`src/rtl/assert_macros.svh`:
```
// Assertion helpers used by the loader parser.
`ifndef ASSERT_MACROS_SVH
`define ASSERT_MACROS_SVH

// The consequent must hold in the same cycle as the antecedent.
`define ASSERT_SAME(label, clk, rst, ante, cons, msg) \
   label: assert property (@(posedge clk) disable iff (rst) (ante) |-> (cons)) \
      else $error(msg);

// The consequent must hold in the cycle after the antecedent.
`define ASSERT_NEXT(label, clk, rst, ante, cons, msg) \
   label: assert property (@(posedge clk) disable iff (rst) (ante) |=> (cons)) \
      else $error(msg);

`endif

```
`src/rtl/srec_pkg.sv`:
```
// ----------------------------------------------------------------------------
// S-record loader package
// Item types, parse codes and character constants shared by the loader.
// ----------------------------------------------------------------------------
package srec_pkg;

   localparam int LINE_LIMIT_DEFAULT = 127;
   localparam int LINE_POS_W = 8;

   localparam logic [7:0] CHAR_CR = 8'h0D;
   localparam logic [7:0] CHAR_LF = 8'h0A;
   localparam logic [7:0] CHAR_S = 8'h53;
   localparam logic [7:0] CHAR_0 = 8'h30;
   localparam logic [7:0] CHAR_1 = 8'h31;
   localparam logic [7:0] CHAR_5 = 8'h35;
   localparam logic [7:0] CHAR_9 = 8'h39;
   localparam logic [7:0] COUNT_OVERHEAD = 8'd3;

   typedef enum logic [0:0] {
      REQ_CHAR  = 1'b0,
      REQ_START = 1'b1
   } req_kind_type;

   typedef enum logic [1:0] {
      EV_WRITE = 2'd0,
      EV_ACK   = 2'd1,
      EV_OK    = 2'd2,
      EV_FAIL  = 2'd3
   } event_type;

   typedef enum logic [2:0] {
      STAGE_S     = 3'd0,
      STAGE_TYPE  = 3'd1,
      STAGE_COUNT = 3'd2,
      STAGE_ADDR  = 3'd3,
      STAGE_DATA  = 3'd4,
      STAGE_CHECK = 3'd5,
      STAGE_DONE  = 3'd6
   } stage_type;

   typedef enum logic [1:0] {
      KIND_S0 = 2'd0,
      KIND_S1 = 2'd1,
      KIND_S5 = 2'd2,
      KIND_S9 = 2'd3
   } kind_type;

   typedef struct packed {
      logic [0:0] req_type;
      logic [7:0] character;
   } req_item_type;

   typedef struct packed {
      logic [1:0]  event_res;
      logic [15:0] write_address;
      logic [7:0]  write_data;
      logic [15:0] entry_address;
   } rsp_item_type;

endpackage

```
`src/rtl/srec_in_stage.sv`:
```
// ----------------------------------------------------------------------------
// S-record loader input register
// Holds one incoming item until the parser consumes it.
// ----------------------------------------------------------------------------
module srec_in_stage import srec_pkg::*; (
   input  logic         clock,
   input  logic         reset,
   input  logic         req_valid,
   output logic         req_ready,
   input  req_item_type req_item,
   input  logic         consume,
   output logic         held_valid,
   output req_item_type held_item
);

   logic         valid_ff;
   logic         valid_in;
   req_item_type item_ff;

   assign req_ready = !valid_ff || consume;
   assign held_valid = valid_ff;
   assign held_item = item_ff;

   always_comb begin
      valid_in = valid_ff;
      if (req_valid && req_ready) begin
         valid_in = 1'b1;
      end else if (consume) begin
         valid_in = 1'b0;
      end
   end

   always_ff @(posedge clock) begin
      if (reset) begin
         valid_ff <= 1'b0;
      end else begin
         valid_ff <= valid_in;
      end
   end

   always_ff @(posedge clock) begin
      if (req_valid && req_ready) begin
         item_ff <= req_item;
      end
   end

endmodule

```
`src/rtl/srec_parser.sv`:
```
// ----------------------------------------------------------------------------
// S-record loader parser
// Line and record state, updated once for each consumed item.
// ----------------------------------------------------------------------------
module srec_parser import srec_pkg::*; #(
   parameter int LINE_LIMIT = LINE_LIMIT_DEFAULT
) (
   input  logic         clock,
   input  logic         reset,
   input  logic         step,
   input  req_item_type item,
   output logic         res_valid,
   output rsp_item_type res_item
);

   `include "assert_macros.svh"

   localparam logic [LINE_POS_W-1:0] LIMIT_C = LINE_POS_W'(LINE_LIMIT);

   logic                  active_ff, active_in;
   logic [LINE_POS_W-1:0] pos_ff, pos_in;
   stage_type             stage_ff, stage_in;
   kind_type              kind_ff, kind_in;
   logic [3:0]            nibble_ff, nibble_in;
   logic                  pending_ff, pending_in;
   logic [7:0]            length_ff, length_in;
   logic [7:0]            sum_ff, sum_in;
   logic [15:0]           addr_ff, addr_in;
   logic [7:0]            left_ff, left_in;
   logic [1:0]            seen_ff, seen_in;
   logic                  failed_ff, failed_in;

   logic       is_start;
   logic       char_step;
   logic       is_eol;
   logic       keep_char;
   logic       parsing;
   logic       hex_ok;
   logic [3:0] hex_val;
   logic       byte_done;
   logic [7:0] byte_val;
   logic       line_bad;
   logic [7:0] left_next;

   always_comb begin
      hex_ok = 1'b1;
      hex_val = 4'd0;
      if (item.character >= 8'h30 && item.character <= 8'h39) begin
         hex_val = item.character[3:0];
      end else if ((item.character >= 8'h41 && item.character <= 8'h46)
                   || (item.character >= 8'h61 && item.character <= 8'h66)) begin
         hex_val = item.character[3:0] + 4'd9;
      end else begin
         hex_ok = 1'b0;
      end
   end

   assign is_start = step && (item.req_type == REQ_START);
   assign char_step = step && (item.req_type == REQ_CHAR) && active_ff;
   assign is_eol = (item.character == CHAR_CR) || (item.character == CHAR_LF);
   assign keep_char = char_step && !is_eol && (pos_ff < LIMIT_C);
   assign parsing = keep_char && !failed_ff && (stage_ff != STAGE_DONE);
   assign byte_done = parsing && (stage_ff != STAGE_S) && (stage_ff != STAGE_TYPE)
                      && hex_ok && pending_ff;
   assign byte_val = {nibble_ff, hex_val};
   assign line_bad = failed_ff || (stage_ff != STAGE_DONE);
   assign left_next = length_ff - COUNT_OVERHEAD;

   always_comb begin
      active_in = active_ff;
      pos_in = pos_ff;
      stage_in = stage_ff;
      kind_in = kind_ff;
      nibble_in = nibble_ff;
      pending_in = pending_ff;
      length_in = length_ff;
      sum_in = sum_ff;
      addr_in = addr_ff;
      left_in = left_ff;
      seen_in = seen_ff;
      failed_in = failed_ff;
      if (is_start || (char_step && is_eol && (pos_ff != '0))) begin
         if (is_start) begin
            active_in = 1'b1;
         end else if (line_bad || (kind_ff == KIND_S9)) begin
            active_in = 1'b0;
         end
         pos_in = '0;
         stage_in = STAGE_S;
         kind_in = KIND_S0;
         nibble_in = '0;
         pending_in = 1'b0;
         length_in = '0;
         sum_in = '0;
         addr_in = '0;
         left_in = '0;
         seen_in = '0;
         failed_in = 1'b0;
      end else if (keep_char) begin
         pos_in = pos_ff + LINE_POS_W'(1);
         if (parsing) begin
            if (stage_ff == STAGE_S) begin
               if (item.character == CHAR_S) begin
                  stage_in = STAGE_TYPE;
               end else begin
                  failed_in = 1'b1;
               end
            end else if (stage_ff == STAGE_TYPE) begin
               priority if (item.character == CHAR_0) begin
                  kind_in = KIND_S0;
                  stage_in = STAGE_DONE;
               end else if (item.character == CHAR_5) begin
                  kind_in = KIND_S5;
                  stage_in = STAGE_DONE;
               end else if (item.character == CHAR_1) begin
                  kind_in = KIND_S1;
                  stage_in = STAGE_COUNT;
               end else if (item.character == CHAR_9) begin
                  kind_in = KIND_S9;
                  stage_in = STAGE_COUNT;
               end else begin
                  failed_in = 1'b1;
               end
            end else if (!hex_ok) begin
               failed_in = 1'b1;
               pending_in = 1'b0;
            end else if (!pending_ff) begin
               nibble_in = hex_val;
               pending_in = 1'b1;
            end else begin
               pending_in = 1'b0;
               unique case (stage_ff)
                  STAGE_COUNT: begin
                     length_in = byte_val;
                     sum_in = byte_val;
                     seen_in = 2'd0;
                     addr_in = '0;
                     stage_in = STAGE_ADDR;
                  end
                  STAGE_ADDR: begin
                     sum_in = sum_ff + byte_val;
                     addr_in = {addr_ff[7:0], byte_val};
                     if (seen_ff == 2'd0) begin
                        seen_in = 2'd1;
                     end else begin
                        seen_in = 2'd2;
                        if (kind_ff == KIND_S1) begin
                           left_in = left_next;
                           stage_in = (left_next != '0) ? STAGE_DATA : STAGE_CHECK;
                        end else begin
                           stage_in = STAGE_CHECK;
                        end
                     end
                  end
                  STAGE_DATA: begin
                     sum_in = sum_ff + byte_val;
                     addr_in = addr_ff + 16'd1;
                     left_in = left_ff - 8'd1;
                     if (left_ff == 8'd1) begin
                        stage_in = STAGE_CHECK;
                     end
                  end
                  STAGE_CHECK: begin
                     if (~sum_ff != byte_val) begin
                        failed_in = 1'b1;
                     end else begin
                        stage_in = STAGE_DONE;
                     end
                  end
                  default: begin
                  end
               endcase
            end
         end
      end
   end

   always_comb begin
      res_valid = 1'b0;
      res_item = '0;
      if (char_step && is_eol && (pos_ff != '0)) begin
         if (line_bad) begin
            res_valid = 1'b1;
            res_item.event_res = EV_FAIL;
         end else if ((kind_ff == KIND_S0) || (kind_ff == KIND_S1)) begin
            res_valid = 1'b1;
            res_item.event_res = EV_ACK;
         end else if (kind_ff == KIND_S9) begin
            res_valid = 1'b1;
            res_item.event_res = EV_OK;
            res_item.entry_address = addr_ff;
         end
      end else if (byte_done && (stage_ff == STAGE_DATA)) begin
         res_valid = 1'b1;
         res_item.event_res = EV_WRITE;
         res_item.write_address = addr_ff;
         res_item.write_data = byte_val;
      end
   end

   always_ff @(posedge clock) begin
      if (reset) begin
         active_ff <= 1'b1;
         pos_ff <= '0;
         stage_ff <= STAGE_S;
         kind_ff <= KIND_S0;
         nibble_ff <= '0;
         pending_ff <= 1'b0;
         length_ff <= '0;
         sum_ff <= '0;
         addr_ff <= '0;
         left_ff <= '0;
         seen_ff <= '0;
         failed_ff <= 1'b0;
      end else begin
         active_ff <= active_in;
         pos_ff <= pos_in;
         stage_ff <= stage_in;
         kind_ff <= kind_in;
         nibble_ff <= nibble_in;
         pending_ff <= pending_in;
         length_ff <= length_in;
         sum_ff <= sum_in;
         addr_ff <= addr_in;
         left_ff <= left_in;
         seen_ff <= seen_in;
         failed_ff <= failed_in;
      end
   end

   `ASSERT_SAME(a_idle_silent, clock, reset, step && !active_ff, !res_valid,
      "Inactive loader produced a result item.")
   `ASSERT_SAME(a_write_in_data, clock, reset,
      res_valid && (res_item.event_res == EV_WRITE), stage_ff == STAGE_DATA,
      "Byte write outside the data field.")
   `ASSERT_NEXT(a_start_rearms, clock, reset, is_start,
      active_ff && (pos_ff == '0) && (stage_ff == STAGE_S),
      "Start item did not rearm the loader.")
   `ASSERT_SAME(a_pos_limit, clock, reset, 1'b1, pos_ff <= LIMIT_C,
      "Line position beyond the line limit.")

endmodule

```
`src/rtl/srec_out_stage.sv`:
```
// ----------------------------------------------------------------------------
// S-record loader result register
// Holds one result item until the consumer takes it.
// ----------------------------------------------------------------------------
module srec_out_stage import srec_pkg::*; (
   input  logic         clock,
   input  logic         reset,
   input  logic         load,
   input  logic         load_valid,
   input  rsp_item_type load_item,
   output logic         free,
   output logic         rsp_valid,
   input  logic         rsp_ready,
   output rsp_item_type rsp_item
);

   logic         valid_ff;
   logic         valid_in;
   rsp_item_type item_ff;

   assign free = !valid_ff || rsp_ready;
   assign rsp_valid = valid_ff;
   assign rsp_item = item_ff;

   always_comb begin
      valid_in = valid_ff;
      if (load) begin
         valid_in = load_valid;
      end else if (rsp_ready) begin
         valid_in = 1'b0;
      end
   end

   always_ff @(posedge clock) begin
      if (reset) begin
         valid_ff <= 1'b0;
      end else begin
         valid_ff <= valid_in;
      end
   end

   always_ff @(posedge clock) begin
      if (load && load_valid) begin
         item_ff <= load_item;
      end
   end

endmodule

```
`src/rtl/srecord_s19_stream_loader.sv`:
```
// ----------------------------------------------------------------------------
// S-record stream loader
// Parses S19 text one character per item and reports writes and verdicts.
//
//   channel  direction  payload         handshake
//   req      in         req_item_type   req_valid / req_ready
//   rsp      out        rsp_item_type   rsp_valid / rsp_ready
//
// One item is taken every cycle unless a stalled result holds the flow; its
// result, if any, enters the result register as the parser consumes the item.
// The rate is set by the single parser step between the two registers.
// Synchronous reset empties both registers and rearms the loader.
// A stalled result holds the parser, and the input register then fills.
// ----------------------------------------------------------------------------
module srecord_s19_stream_loader import srec_pkg::*; #(
   parameter int LINE_LIMIT = LINE_LIMIT_DEFAULT
) (
   input  logic         clock,
   input  logic         reset,
   input  logic         req_valid,
   output logic         req_ready,
   input  req_item_type req_item,
   output logic         rsp_valid,
   input  logic         rsp_ready,
   output rsp_item_type rsp_item
);

   logic         held_valid;
   req_item_type held_item;
   logic         out_free;
   logic         consume;
   logic         res_valid;
   rsp_item_type res_item;

   assign consume = held_valid && out_free;

   srec_in_stage u_in (
      .clock      (clock),
      .reset      (reset),
      .req_valid  (req_valid),
      .req_ready  (req_ready),
      .req_item   (req_item),
      .consume    (consume),
      .held_valid (held_valid),
      .held_item  (held_item)
   );

   srec_parser #(
      .LINE_LIMIT (LINE_LIMIT)
   ) u_parser (
      .clock     (clock),
      .reset     (reset),
      .step      (consume),
      .item      (held_item),
      .res_valid (res_valid),
      .res_item  (res_item)
   );

   srec_out_stage u_out (
      .clock      (clock),
      .reset      (reset),
      .load       (consume),
      .load_valid (res_valid),
      .load_item  (res_item),
      .free       (out_free),
      .rsp_valid  (rsp_valid),
      .rsp_ready  (rsp_ready),
      .rsp_item   (rsp_item)
   );

endmodule
```
`config.mk`:
```
export PLATFORM = sky130hd
export DESIGN_NAME = srecord_s19_stream_loader
export DESIGN_NICKNAME = d
export VERILOG_FILES = /design/src/rtl/srec_pkg.sv /design/src/rtl/srec_in_stage.sv /design/src/rtl/srec_parser.sv /design/src/rtl/srec_out_stage.sv /design/src/rtl/srecord_s19_stream_loader.sv
export VERILOG_INCLUDE_DIRS = /design/src /design/src/rtl
export SDC_FILE = /design/constraint.sdc
export NUM_CORES = 1
export LEC_CHECK = 0
export ABC_CLOCK_PERIOD_IN_PS = 4500
export BUFFER_PORTS_ARGS = -buffer_cell sky130_fd_sc_hd__buf_2
export CORE_MARGIN = 1
export CORE_UTILIZATION = 60
export CTS_BUF_LIST = sky130_fd_sc_hd__clkbuf_4 sky130_fd_sc_hd__clkbuf_8
export DETAILED_ROUTE_END_ITERATION = 10
export GPL_TIMING_DRIVEN = 0
export PLACE_DENSITY = 0.93
export SLEW_MARGIN = 20
export SYNTH_ARGS = -nofsm -noshare
export SYNTH_HDL_FRONTEND = slang
export SYNTH_HIERARCHICAL = 1
export SYNTH_SLANG_ARGS = --single-unit
```
`constraint.sdc`:
```
create_clock -name clock -period 4.5 [get_ports clock]
set_clock_uncertainty 0.15 [all_clocks]
set_input_delay 0.45 -clock clock [delete_from_list [all_inputs] [get_ports clock]]
set_output_delay 0.45 -clock clock [all_outputs]
set_load 0.01 [all_outputs]
```
## After elaboration in Yosys (flattened, before gate mapping)

Index checks and enable logic that the tools add are counted.

- Word-level logic and storage cells: 196
- Bits in latches: 0
- Memories: 0
- Bits of input ports: 13
- Memory bits (read-only): 0
- RAM bits: 0
- Register bits after elaboration: 115

- $lt $le $gt $ge: 7
- Equal/unequal tests: 33
- Bitwise operators: 8
- Shift-type cells: 0
- Reductions and logical operators: 64
- Divide/modulo/power cells: 0
- Add/sub/neg operators: 6
- Multipliers: 0
- Muxes and demuxes: 58

Operators with widths:

| operator | count |
|---|---|
| $pmux 16 s3 | 1 |
| $mux 3 | 13 |
| $eq 8x6->1 const B | 4 |
| $pmux 8 s2 | 2 |
| $reduce_and 7->1 | 4 |
| $mux 1 | 27 |
| $logic_and 1x1->1 | 20 |
| $reduce_and 10->1 | 2 |
| $mux 2 | 9 |
| $add 16x1->16 const B | 1 |
| $eq 8x4->1 const B | 2 |
| $ge 8x7->1 const B | 2 |
| $le 8x7->1 const B | 2 |
| $mux 8 | 2 |
| $reduce_bool 8->1 | 2 |
| $ne 3x2->1 const B | 4 |
| $pmux 3 s4 | 1 |
| $reduce_bool 2->1 | 6 |
| $reduce_bool 3->1 | 4 |
| $reduce_and 9->1 | 1 |
| $add 8x1->8 const B | 1 |
| $add 8x8->8 | 1 |
| $eq 8x1->1 const B | 1 |
| $eq 8x7->1 const B | 1 |
| other kinds (37) | 63 |

## Logic depth before layout (Yosys ltp)

- Word-level depth: 17
- Gate-level depth with buffers: 13
- Depth with buffers taken out: 13

## Modules after synthesis

The synthesis kept the hierarchy.

Modules (own cells, without submodules):

| module | area an instance (um2) | cells an instance | instances |
|---|---|---|---|
| srec_parser | 4,324.1 | 563 | 1 |
| srec_out_stage | 1,321.3 | 47 | 1 |
| srec_in_stage | 325.3 | 14 | 1 |
| srecord_s19_stream_loader | 6.3 | 1 | 1 |

## Worst setup path before layout

No wires, ideal clock.

- Path type: register to register
- From: reg u_in.item_ff, in the netlist u_in/held_item[3]
- To: reg u_out.item_ff, in the netlist u_out/rsp_item[0] (enable)
- Path slack: 1,063 ps
- Buffers on the path: 0
- Stages on the path, launching flop included: 7
- Period minus slack after synthesis: 3,437 ps
- Arrival: 2,883 ps
- Cell sequence: edfxtp_1 or3b_4 or4_1 a21boi_2 nand3_1 o21ai_0 and2_1

- Longest elaborated chain between the ends: 15

Ends and longest elaborated chain:

| item | RTL line | RTL |
|---|---|---|
| start, declared | srec_in_stage.sv:18 | `req_item_type item_ff;` |
| start signal, assigned | srec_in_stage.sv:43 | `item_ff <= req_item;` |
| parallel branches: the longest is 13 deep, another holds $ge 8x7->1 | - |  |
| $mux 1 (*) | srec_parser.sv:181 | `if (char_step && is_eol && (pos_ff != '0)) begin` |
| via res_valid | srecord_s19_stream_loader.sv:32 | `logic res_valid;` |
| $logic_and 1x1->1 (*) | srec_out_stage.sv:43 | `if (load && load_valid) begin` |
| end signal, assigned | srec_out_stage.sv:44 | `item_ff <= load_item;` |
| end, declared | srec_out_stage.sv:19 | `rsp_item_type item_ff;` |

Mark *: on every way through the listed nets, which the timed path passes.
A chain may end at the register's enable or synchronous reset.

## Worst setup path in the final report

- From: reg u_in.item_ff, in the netlist u_in/held_item[1]
- To: reg u_parser.sum_ff[7]

RTL lines:

| item | RTL line | RTL |
|---|---|---|
| $ge 8x7->1 (tied with other cells) | srec_parser.sv:50 | `end else if ((item.character >= 8'h41 && item.character <= 8'h46)` |
| $logic_and 1x1->1, on equally long branches | srec_parser.sv:50, srec_parser.sv:51 |  |
| $logic_or 1x1->1 | srec_parser.sv:51 | `\|\| (item.character >= 8'h61 && item.character <= 8'h66)) begin` |
| $mux 4 | srec_parser.sv:50 |  |
| $mux 4 (*) | srec_parser.sv:48 | `if (item.character >= 8'h30 && item.character <= 8'h39) begin` |
| via u_parser.hex_val[3] | srec_parser.sv:39 | `logic [3:0] hex_val;` |
| $add 8x8->8 (*) | srec_parser.sv:141, srec_parser.sv:156 |  |
| $pmux 8 s2 (*) | srec_parser.sv:132 | `unique case (stage_ff)` |
| end signal, assigned | srec_parser.sv:223 | `sum_ff <= sum_in;` |
| end, declared | srec_parser.sv:27 | `logic [7:0] sum_ff, sum_in;` |

The timed path passes the listed nets; every way through them passes the cells marked *.

==> summary.txt <==
Setup path
  • Crit Path Max Fanout: 6
  • WP data arrival: 4.40 ns
  • Reg2Reg Depth: 13
  • Crit path kind: reg -> reg
  • Crit start category: flip-flop
  • CP endpoint kind: flip-flop
  • Crit path required time: 4.65 ns

Timing
  • Endpoints failing setup: 0
  • Worst Tran Pin Value: 0.9199 ns
  • Total negative slack: 0 ns
  • WHS: 0.03138 ns
  • Final Hold Fails: 0
  • RSZ-0062 raised after global routing: no
  • Period utilisation layout: 0.9432
  • Max-slew headroom: 0.3820
  • F_max: 235.6 MHz
  • Final Critical Period: 4.244 ns
  • Max Transition Viols Final: 0

Global routing
  • Global-route wire length before repair: 23960 µm
  • GRT Resource Usage Total: 0.3061
  • Grt ovf: 0
  • Initial antenna violation count: 0
  • Largest net degree at the start of global routing: 39
  • Number of global-route vias before repair: 5104

Synth
  • Number of synthesized flops with an enable pin: 51
  • Syn nets: 656
  • Top FF cell, synth: dfxtp_1
  • Post-Syn Instances: 625
  • Register area share after synthesis: 0.4706
  • Ys async rst share: 0
  • Post-synthesis area per instance: 9.563 µm²
  • Yosys cell types: 79
  • Syn Std Cell Area: 5977 µm²
  • Synth warn: 6
  • Register bit total from synthesis: 115

Pwr
  • Overall power: 0.002165 W
  • VDD IR-drop max: 0.2059 mV
  • LEAKAGE: 2.397 nW
  • Pwr dens: 315.7 nW/µm²

Finish
  • Commonest non-fill, non-tap cells in the layout: 78 x nor2_1, 64 x dfxtp_1, 58 x buf_2
  • Most common cell after layout, fill and taps aside: nor2_1
  • P&R area growth vs syn: 14.72%
  • Ratio of cells with drive above 1 in the final layout: 0.1695
  • Ant. Diodes: 0
  • Nets: 732
  • Fillcell total: 701

CTS
  • Clock Tree Buf Depth: 2
  • TritonCTS clock tree: done
  • Clock root cell: clkbuf_8
  • Total CTS buffers: 17
  • Worst-skew pair later-pin latency: 0.44 ns
  • CTS Hold Bufs: 0
  • Clock sinks: 115
  • Post-CTS Setup Bufs: 0
  • Cts repair resizes: 0
  • H-tree levels: 4
  • Clock slew at reported path FFs: 0.08 ns

Hold path
  • Hold Crit Class: in -> reg
  • Hold Crit Depth: 1

Floorplan
  • Row cnt: 36
  • Die width: 101.8 µm
  • I/O pin cnt: 57
  • Starting density of the core: 0.6143
  • Chip height: 101.8 µm
  • Die area: 10370 µm²
  • Core area: 9729 µm²

Routing
  • Routed WL: 15150 µm
  • Drt pass-1 iters: 6
  • DRT iter0 DRCs: 481
  • Vias/cell: 6.263
  • # DRC: 0
  • WL/cell: 17.89 µm
  • Via count: 5305
  • Antenna viol nets, final: 0

Placed design
  • Routability cong.: 0.9168
  • IO Port Bufs: 56
  • DP HPWL: 10290 µm

Run
  • Max Cap Violations: 0

Run status
  • Status: completed
## power by group
part / switching [W] / total (W) / internal, W
clock network: 0.000475 / 0.000983 / 0.000508
logic: 0.0000561 / 0.0000846 / 0.0000285
registers: 0.00000710 / 0.00110 / 0.00109
total: 0.000538 / 0.00216 / 0.00163
## kinds of logic (layout without fill, tap and decap cells)
family,Yosys count,after routing,synth area share
and+or+nand+nor,266,266,0.2363
adders and majority gates,18,18,0.03894
xor gates and xnor gates,20,20,0.02931
muxes,15,15,0.02679
AOI/OAI and AO/OA,145,145,0.1650
buffers and inverters,46,135,0.03307
DFF,115,115,0.4706
## worst paths after layout
kind	endpoint	slack (ns)	from
max	u_parser/sum_ff[7]	0.26	u_in/held_item[1]
min	u_in/held_item[1]	0.03	req_item[1]
max reg2reg	u_parser/sum_ff[7]	0.26	u_in/held_item[1]
min reg2reg	u_parser/sum_ff[2]	0.32	u_parser/sum_ff[2]
## per-layer routing
layer,part of all wire,global-route usage
met5,0,0
met4,0.042,0.2022
met3,0.096,0.09576
met2,0.48,0.4958
met1,0.38,0.3506
## worst max-delay path, cell delays in order (launching register included)
cell and delay, ns:
edfxtp_1 0.43, inv_1 0.09, ha_1 0.26, o21bai_1 0.33, o21bai_1 0.10, a21oi_1 0.61, nor2_1 0.16, ha_1 0.39
nand3_1 0.16, nor2_1 0.09, o311ai_0 0.63, a2111oi_0 0.29, o31ai_1 0.32, a31oi_1 0.11
## layout make-up
| cell class | count | area, µm² | share of cell area |
|---|---|---|---|
| Multi-Input combinational cell | 464 | 2973 | 0.4336 |
| Sequential cell | 115 | 2813 | 0.4102 |
| Timing Repair Buffer | 57 | 300.3 | 0.04380 |
| Clock buffer | 17 | 234.0 | 0.03412 |
| Clock inverter | 15 | 172.7 | 0.02518 |
| Tap cell | 133 | 166.4 | 0.02427 |
| Buffer | 33 | 148.9 | 0.02172 |
| Inverter | 13 | 48.80 | 0.007117 |
## registers in the layout (all words and copies together), names as in the netlist, 2 cells and up
register and cells:
u_parser/pos_ff 8, u_out/rsp_item 42, u_parser/nibble_ff 4, u_parser/seen_ff 2, u_in/held_item 9, u_parser/kind_ff 2
u_parser/sum_ff 8, u_parser/left_ff 8, u_parser/length_ff 8, u_parser/stage_ff 3, u_parser/addr_ff 16
## per-stage QoR
stage / cell area (µm²) / setup slack, ns / std cells / util
floorplan: 5977 / 1.063 / 625 / -
finish: 6857 / 0.2558 / 847 / 0.7047
detailed placement: 6445 / 0.5547 / 815 / 0.6624
global placement: 6424 / 0.5685 / 814 / 0.6602
CTS: 6852 / 0.4497 / 847 / 0.7042
global route: 6857 / 0.02865 / 847 / 0.7047
## cell usage after synthesis, types with 5 or more instances
cell      count  share of area
nor2_1       78          0.049
nor4_1        5         0.0052
nor3_1       24          0.020
a21oi_1      37          0.031
nor3b_1       7         0.0088
and3_1        7         0.0073
xor2_1        6         0.0088
xnor2_1      14          0.021
nand2_1      45          0.028
o211ai_1      7         0.0088
and2_1       42          0.044
nand4_1       6         0.0063
dfxtp_1      64           0.21
o21ai_0      23          0.019
o21bai_1      5         0.0063
clkbuf_1     25          0.016
a211oi_1     18          0.023
mux2i_1      12          0.020
nand3_1      17          0.014
edfxtp_1     51           0.26
inv_1        12         0.0075
ha_1         17          0.036
o31ai_1       5         0.0063
Note: power is estimated with default switching activity, not from simulation.
